==> src/rtl/sdhs_pkg.sv <==
package sdhs_pkg;

    // Result status codes
    typedef enum logic [1:0] {
        STATUS_BUSY  = 2'd0,
        STATUS_DONE  = 2'd1,
        STATUS_ERROR = 2'd2
    } status_t;

    // Configuration register indexes
    typedef enum logic [2:0] {
        CFG_STEP_SIZE    = 3'd0,
        CFG_HOMING_SPEED = 3'd1,
        CFG_SPEED_TOL    = 3'd2,
        CFG_TORQUE_LIMIT = 3'd3,
        CFG_DIRECTION    = 3'd4
    } cfg_index_t;

    localparam int CFG_ADDR_W = 3;
    localparam int CFG_DATA_W = 31;

    // Register reset values (Q16.16)
    localparam logic [30:0] STEP_SIZE_RST    = 31'd6554;
    localparam logic [30:0] HOMING_SPEED_RST = 31'd65536;
    localparam logic [30:0] SPEED_TOL_RST    = 31'd3277;
    localparam logic [30:0] TORQUE_LIMIT_RST = 31'd327680;

    // Window preload: 1000.0 rad/s in Q16.16
    localparam logic signed [31:0] PRELOAD_VEL = 32'sd65536000;

    localparam logic signed [31:0] POS_MAX = 32'sh7FFF_FFFF;
    localparam logic signed [31:0] POS_MIN = 32'sh8000_0000;

    // ceil(2^34 / 5): exact quotient for any 32-bit unsigned dividend
    localparam logic [31:0] DIV5_RECIP = 32'hCCCC_CCCD;

    typedef struct packed {
        logic signed [31:0] measured_pos;
        logic signed [31:0] measured_vel;
        logic signed [31:0] measured_torque;
    } in_item_t;

    typedef struct packed {
        logic signed [31:0] target_pos;
        logic signed [31:0] target_vel;
        status_t            status;
        logic signed [31:0] zero_position;
    } out_item_t;

    // Truncating divide by five via reciprocal multiply
    function automatic logic [30:0] div5(input logic [30:0] x);
        logic [62:0] prod;
        prod = 63'(x) * 63'(DIV5_RECIP);
        return 31'(prod[62:34]);
    endfunction

endpackage

==> src/rtl/sdhs_speed_filter.sv <==
module sdhs_speed_filter #(
    parameter int WINDOW = 8
) (
    input  logic               aclk,
    input  logic               aresetn,
    input  logic               update,
    input  logic signed [31:0] vel,
    input  logic [30:0]        speed_tol,
    output logic               stop
);
    import sdhs_pkg::*;

    localparam int SLOT_W = $clog2(WINDOW);
    localparam int SUM_W  = 32 + $clog2(WINDOW);
    localparam logic [SUM_W-1:0] SUM_RST = SUM_W'(64'(PRELOAD_VEL) * 64'(WINDOW));

    logic signed [31:0]       win_mem [WINDOW];
    logic [WINDOW-1:0]        win_valid_reg;
    logic [SLOT_W-1:0]        slot_reg;
    logic [SLOT_W-1:0]        slot_next;
    logic signed [31:0]       oldest_reg;
    logic signed [SUM_W-1:0]  sum_reg;
    logic signed [SUM_W-1:0]  sum_next;
    logic [SUM_W-1:0]         sum_mag;
    logic [SUM_W-1:0]         thresh;

    // Ring pointer wraps at the window length
    assign slot_next = (slot_reg == SLOT_W'(WINDOW - 1)) ? '0 : slot_reg + 1'b1;

    // Running sum: drop the oldest sample, add the new one
    assign sum_next = sum_reg
                    - {{(SUM_W-32){oldest_reg[31]}}, oldest_reg}
                    + {{(SUM_W-32){vel[31]}}, vel};

    // |average| < tol  <=>  |sum| < tol * WINDOW
    assign sum_mag = sum_next[SUM_W-1] ? (~sum_next + 1'b1) : sum_next;
    assign thresh  = SUM_W'(speed_tol) * SUM_W'(WINDOW);
    assign stop    = sum_mag < thresh;

    // Sample store, no reset: unwritten entries read as the preload
    always_ff @(posedge aclk) begin
        if (update) begin
            win_mem[slot_reg] <= vel;
        end
    end

    // Pointer, sum, valid bits and prefetch of the next oldest sample
    always_ff @(posedge aclk) begin
        if (!aresetn) begin
            win_valid_reg <= '0;
            slot_reg      <= '0;
            oldest_reg    <= PRELOAD_VEL;
            sum_reg       <= SUM_RST;
        end else if (update) begin
            win_valid_reg[slot_reg] <= 1'b1;
            slot_reg                <= slot_next;
            sum_reg                 <= sum_next;
            oldest_reg              <= win_valid_reg[slot_next] ? win_mem[slot_next]
                                                                : PRELOAD_VEL;
        end
    end

    a_slot_in_range: assert property (@(posedge aclk) disable iff (!aresetn)
        slot_reg <= SLOT_W'(WINDOW - 1))
        else $error("window slot out of range");

    a_slot_advances: assert property (@(posedge aclk) disable iff (!aresetn)
        update |=> slot_reg != $past(slot_reg))
        else $error("window slot did not move on update");

endmodule

==> src/rtl/stall_detect_homing_step_unit.sv <==
// Path: input register, then result register (loaded once free or draining) to m_.
// Throughput: one transaction per cycle while m_ready holds; two register stages
// (input and result) let a new one in while a finished result waits for m_ready.
// Speed window: running sum over WINDOW samples, one read and one write per update.
// Reset (aresetn, synchronous, active low): pipeline empty, registers to defaults,
// window preloaded with 1000 rad/s, calibrated zero cleared.
module stall_detect_homing_step_unit #(
    parameter int WINDOW = 8
) (
    input  logic                           aclk,
    input  logic                           aresetn,
    input  logic                           cfg_we,
    input  logic [sdhs_pkg::CFG_ADDR_W-1:0] cfg_addr,
    input  logic [sdhs_pkg::CFG_DATA_W-1:0] cfg_wdata,
    input  logic                           s_valid,
    output logic                           s_ready,
    input  sdhs_pkg::in_item_t             s_data,
    output logic                           m_valid,
    input  logic                           m_ready,
    output sdhs_pkg::out_item_t            m_data
);
    import sdhs_pkg::*;

    logic [30:0]        step_size_reg;
    logic [30:0]        slow_step_reg;
    logic [30:0]        homing_speed_reg;
    logic [30:0]        speed_tol_reg;
    logic [30:0]        torque_limit_reg;
    logic               direction_reg;

    logic               in_valid_reg;
    in_item_t           in_data_reg;
    logic               out_valid_reg;
    out_item_t          out_data_reg;
    out_item_t          out_data_next;
    logic signed [31:0] calib_zero_reg;

    logic               advance;
    logic               link_lost;
    logic               stop;
    logic               filt_update;
    logic signed [32:0] trq_ext;
    logic [32:0]        trq_mag;
    logic [30:0]        step;
    logic signed [32:0] pos_wide;
    logic signed [31:0] pos_sat;
    logic signed [31:0] vel_cmd;

    // Configuration writes; slowed step is precomputed at write time
    always_ff @(posedge aclk) begin
        if (!aresetn) begin
            step_size_reg    <= STEP_SIZE_RST;
            slow_step_reg    <= div5(STEP_SIZE_RST);
            homing_speed_reg <= HOMING_SPEED_RST;
            speed_tol_reg    <= SPEED_TOL_RST;
            torque_limit_reg <= TORQUE_LIMIT_RST;
            direction_reg    <= 1'b0;
        end else if (cfg_we) begin
            unique case (cfg_index_t'(cfg_addr))
                CFG_STEP_SIZE: begin
                    step_size_reg <= cfg_wdata;
                    slow_step_reg <= div5(cfg_wdata);
                end
                CFG_HOMING_SPEED: homing_speed_reg <= cfg_wdata;
                CFG_SPEED_TOL:    speed_tol_reg    <= cfg_wdata;
                CFG_TORQUE_LIMIT: torque_limit_reg <= cfg_wdata;
                CFG_DIRECTION:    direction_reg    <= cfg_wdata[0];
                default: ;
            endcase
        end
    end

    // Handshake: input stage moves on when the result stage is free or drains
    assign advance = in_valid_reg && (!out_valid_reg || m_ready);
    assign s_ready = !in_valid_reg || advance;
    assign m_valid = out_valid_reg;
    assign m_data  = out_data_reg;

    always_ff @(posedge aclk) begin
        if (!aresetn) begin
            in_valid_reg  <= 1'b0;
            out_valid_reg <= 1'b0;
        end else begin
            if (s_valid && s_ready) begin
                in_valid_reg <= 1'b1;
            end else if (advance) begin
                in_valid_reg <= 1'b0;
            end
            if (advance) begin
                out_valid_reg <= 1'b1;
            end else if (m_ready) begin
                out_valid_reg <= 1'b0;
            end
        end
    end

    always_ff @(posedge aclk) begin
        if (s_valid && s_ready) begin
            in_data_reg <= s_data;
        end
    end

    // Link-loss check and torque-dependent step
    assign link_lost = in_data_reg.measured_pos == '0;
    assign trq_ext   = {in_data_reg.measured_torque[31], in_data_reg.measured_torque};
    assign trq_mag   = trq_ext[32] ? 33'(-trq_ext) : 33'(trq_ext);
    assign step      = (trq_mag > {2'b00, torque_limit_reg}) ? slow_step_reg : step_size_reg;

    // Target position one step ahead, saturated to 32 bits, and velocity command
    always_comb begin
        if (direction_reg) begin
            pos_wide = {in_data_reg.measured_pos[31], in_data_reg.measured_pos}
                     - $signed({2'b00, step});
            vel_cmd  = -$signed({1'b0, homing_speed_reg});
        end else begin
            pos_wide = {in_data_reg.measured_pos[31], in_data_reg.measured_pos}
                     + $signed({2'b00, step});
            vel_cmd  = $signed({1'b0, homing_speed_reg});
        end
        if (pos_wide[32] != pos_wide[31]) begin
            pos_sat = pos_wide[32] ? POS_MIN : POS_MAX;
        end else begin
            pos_sat = pos_wide[31:0];
        end
    end

    assign filt_update = advance && !link_lost;

    sdhs_speed_filter #(
        .WINDOW (WINDOW)
    ) u_filter (
        .aclk      (aclk),
        .aresetn   (aresetn),
        .update    (filt_update),
        .vel       (in_data_reg.measured_vel),
        .speed_tol (speed_tol_reg),
        .stop      (stop)
    );

    // Result assembly
    always_comb begin
        if (link_lost) begin
            out_data_next.target_pos    = '0;
            out_data_next.target_vel    = '0;
            out_data_next.status        = STATUS_ERROR;
            out_data_next.zero_position = calib_zero_reg;
        end else begin
            out_data_next.target_pos    = pos_sat;
            out_data_next.target_vel    = vel_cmd;
            out_data_next.status        = stop ? STATUS_DONE : STATUS_BUSY;
            out_data_next.zero_position = stop ? in_data_reg.measured_pos : calib_zero_reg;
        end
    end

    always_ff @(posedge aclk) begin
        if (advance) begin
            out_data_reg <= out_data_next;
        end
    end

    // Calibrated zero latches on a passing stop test
    always_ff @(posedge aclk) begin
        if (!aresetn) begin
            calib_zero_reg <= '0;
        end else if (filt_update && stop) begin
            calib_zero_reg <= in_data_reg.measured_pos;
        end
    end

    a_fill_result: assert property (@(posedge aclk) disable iff (!aresetn)
        in_valid_reg && !out_valid_reg |=> out_valid_reg)
        else $error("pending transaction did not reach the result stage");

    a_ready_low_full: assert property (@(posedge aclk) disable iff (!aresetn)
        !s_ready |-> in_valid_reg && out_valid_reg && !m_ready)
        else $error("input stalled with room in the pipeline");

    a_error_zero_cmd: assert property (@(posedge aclk) disable iff (!aresetn)
        out_valid_reg && out_data_reg.status == STATUS_ERROR
            |-> out_data_reg.target_pos == '0 && out_data_reg.target_vel == '0)
        else $error("link-lost result carries a non-zero command");

    a_zero_tracks: assert property (@(posedge aclk) disable iff (!aresetn)
        out_valid_reg |-> out_data_reg.zero_position == calib_zero_reg)
        else $error("reported zero differs from latched zero");

endmodule

==> config.mk <==
export PLATFORM = sky130hd
export DESIGN_NAME = stall_detect_homing_step_unit
export DESIGN_NICKNAME = d
export VERILOG_FILES = /design/src/rtl/sdhs_pkg.sv /design/src/rtl/sdhs_speed_filter.sv /design/src/rtl/stall_detect_homing_step_unit.sv
export SDC_FILE = /design/constraint.sdc
export NUM_CORES = 2
export LEC_CHECK = 0
export BUFFER_PORTS_ARGS = -buffer_cell sky130_fd_sc_hd__buf_2
export CELL_PAD_IN_SITES_DETAIL_PLACEMENT = 1
export CELL_PAD_IN_SITES_GLOBAL_PLACEMENT = 1
export CORE_MARGIN = 3
export CORE_UTILIZATION = 50
export DETAILED_ROUTE_END_ITERATION = 8
export PLACE_DENSITY_LB_ADDON = 0.1
export SKIP_LAST_GASP = 1
export SYNTH_ARGS = -nofsm -noshare
export SYNTH_HDL_FRONTEND = slang
export SYNTH_SLANG_ARGS = --single-unit
==> constraint.sdc <==
create_clock -name aclk -period 14.17 [get_ports aclk]
set_clock_uncertainty 0.1 [all_clocks]
set_input_delay 0.7085 -clock aclk [delete_from_list [all_inputs] [get_ports aclk]]
set_output_delay 0.7085 -clock aclk [all_outputs]
set_load 0.05 [all_outputs]
==> flow_summary.yaml <==
critical_path:
  path_max_fanout: 28
  r2r_slack_ns: 3.22
  crit_top_cell: "or4_1"
  r2r_end: "m_data[82]"
  r2r-start: "in_data_reg[2]"
  crit_arrival_ns: 11.35
  criticalPathCategory: "register to register"
  cpPeakStageDelay_ns: 0.69
  worstPathRequired_ns: 14.57
  endpoint_kind: "register"
  crit_slowest_cell: "a21oi_4"
  reg2reg_depth: 33
  start_kind: "register"
clocking:
  cts-resized-gates: 0
  cts_tree: "done"
  htree_levels: 3
  clock_path_buffers: 3
  cts.sinks: 716
  root_buffer: "clkbuf_16"
  cts.clk_slew.worst_paths_ns: 0.06
  hold_buffers: 0
  worstSkewPairLatency_ns: 0.66
  numCtsBuffers: 80
  post_cts_buffers: 0
yosys:
  postSynthAreaPerCell_um2: 10.16
  seq_area_frac_synth_pct: 39.36
  synth_seq_cells: 716
  netlist_top_cells_count: "nand2_1, inv_1, edfxtp_1, ha_1, fa_1"
  dominantRegCellSynth: "edfxtp_1"
  synth_top_area_share_pct: 28.24
  synth_cell_types: 82
  syn-instance-count: 4710
  synth_largest_area_cell: "edfxtp_1"
  synth-edff-count: 450
  syn-cell-area_mm2: 0.04786
  synth_nets: 5550
  synthTopCellsByArea: "edfxtp_1, fa_1, ha_1"
  synth.most_common_cell: "nand2_1"
  yosys_warnings: 0
  synthArstFlopShare_pct: 0
min_path:
  worstHoldStart: "s_data[83]"
  hold_path_end: "in_data_reg[83]"
  hold_class: "input pin to register"
  hold_depth: 1
finish:
  drive_gt1_share_pct: 10.19
  final-seq-area_mm2: 0.01884
  syn_to_final_growth_pct: 10.82
  largest_register_ffs: 256
  n_fill_cell: 10330
  multiInputGateArea_mm2: 0.02613
  nets: 5710
sta:
  hold_viol: 0
  setup_viol: 0
  rsz0062_at_grt: "false"
  slew_headroom_pct: 6.484
  max_freq_ghz: 0.09136
  period_share_pct: 77.25
  slew_viol_final: 0
  min_period_ns: 10.95
  fin_setup_tns_ns: 0
  worst_slew_pin_slew_ns: 1.367
die:
  die_h_um: 315.4
  start_util_pct: 50.82
  die_w_um: 315.4
  die-area_mm2: 0.09946
  pin_count: 235
  core_mm2: 0.09417
  rows: 112
routing:
  wl_per_cell_um: 23.50
  dr_total_vias: 35540
  drtAntennaViolNets: 0
  drt_wl_total_mm: 145.5
  drtIter0Drc: 2329
  drc: 0
  routed_via_density: 5.738
  dr.pass1.iters: 7
grt:
  grt_start_max_net_pins: 90
  grtUsageTotal_pct: 29.13
  grt_pass1_wl_mm: 221.6
  first_global_vias: 37880
  antenna_found_initial: 3
  overflow: 0
placed_design:
  dp_hpwl_mm: 106.6
  gp_congestion: 0.9398
  io_buffers: 234
run_status:
  status: "finished clean"
run:
  maxCapViolCount: 0
worst max path at each step:
| stage | endpoint | startpoint |
|---|---|---|
| floorplan | u_filter.win_mem[2][0] | m_ready |
| global placement | m_data[69] | in_data_reg[2] |
| detailed placement | m_data[69] | in_data_reg[2] |
| CTS | m_data[82] | in_data_reg[2] |
| global route | m_data[69] | in_data_reg[2] |
| finish | m_data[82] | in_data_reg[2] |
stage by stage:
stage | area [um^2] | cells | setup slack, ns | hold slack, ns | utilization [%]
global placement | 50280 | 6042 | 3.657 | 0.3410 | 53.39
CTS | 53030 | 6192 | 3.238 | 0.07031 | 56.31
floorplan | 47860 | 4710 | 3.715 | 0.3322 | -
finish | 53030 | 6194 | 3.224 | 0.1233 | 56.32
detailed placement | 50280 | 6042 | 3.290 | 0.3543 | 53.39
global route | 53030 | 6194 | 2.319 | 0.08484 | 56.32
critical path: cells and delay by family (launching register included):
kind                       cells  cell delay [ns]
AOI/OAI and AO/OA             13             4.17
adders and majority gates      3             0.91
DFF                            1             0.44
muxes                          2             0.68
xor gates and xnor gates       2             0.36
and+or+nand+nor               13             4.13
cell families (layout without fill, tap and decap cells):
kind of cell	count (synthesis)	count (layout)	share of synthesized area (%)
other cells	0	2	0
mux	135	135	3.095
compound gates	875	875	12.52
flops	716	716	39.36
buf+inv	800	1028	6.358
simple gates	1297	1297	12.50
fa+ha+maj	705	705	22.79
xor+xnor	182	182	3.370
cells in the final DEF, fill, tap and decap left out, types with 13 or more instances in the layout:
| cell type | count |
|---|---|
| a2111oi_0 | 13 |
| a211oi_1 | 65 |
| a21boi_0 | 133 |
| a21o_1 | 82 |
| a21oi_1 | 163 |
| a311oi_1 | 35 |
| a31oi_1 | 42 |
| and2_1 | 34 |
| and3_1 | 21 |
| buf_2 | 233 |
| buf_4 | 36 |
| clkbuf_1 | 17 |
| clkbuf_16 | 83 |
| clkinv_2 | 18 |
| dfxtp_1 | 264 |
| edfxtp_1 | 450 |
| fa_1 | 278 |
| ha_1 | 426 |
| inv_1 | 608 |
| mux2_2 | 34 |
| mux2i_1 | 94 |
| nand2_1 | 666 |
| nand2b_1 | 19 |
| nand3_1 | 77 |
| nand4_1 | 32 |
| nor2_1 | 159 |
| nor2b_1 | 78 |
| nor3_1 | 81 |
| nor4_1 | 17 |
| o211ai_1 | 40 |
| o21a_1 | 28 |
| o21ai_0 | 135 |
| o21bai_1 | 17 |
| o31ai_1 | 34 |
| or2_2 | 14 |
| or3_1 | 18 |
| or4_1 | 24 |
| xnor2_1 | 109 |
| xor2_1 | 72 |
area by class of cell:
class / instances / area share, %
antenna: 2 / 0.009437
multi-input combinational: 3194 / 49.27
inverter: 608 / 4.303
clock inverter: 44 / 1.000
clock buffer: 106 / 4.192
timing repair buffer: 270 / 2.734
tap: 1254 / 2.958
sequential: 716 / 35.53
layer usage:
layer  part of all wire, %  track usage (%)
met1                    42            37.34
met4                   3.9            10.90
met2                    49            50.49
met3                   4.6            3.716
met5                0.0062                0
Power is left out: the tool's default activity adds up to more than one toggle a clock period on the data nets, which glitch-free logic cannot reach.
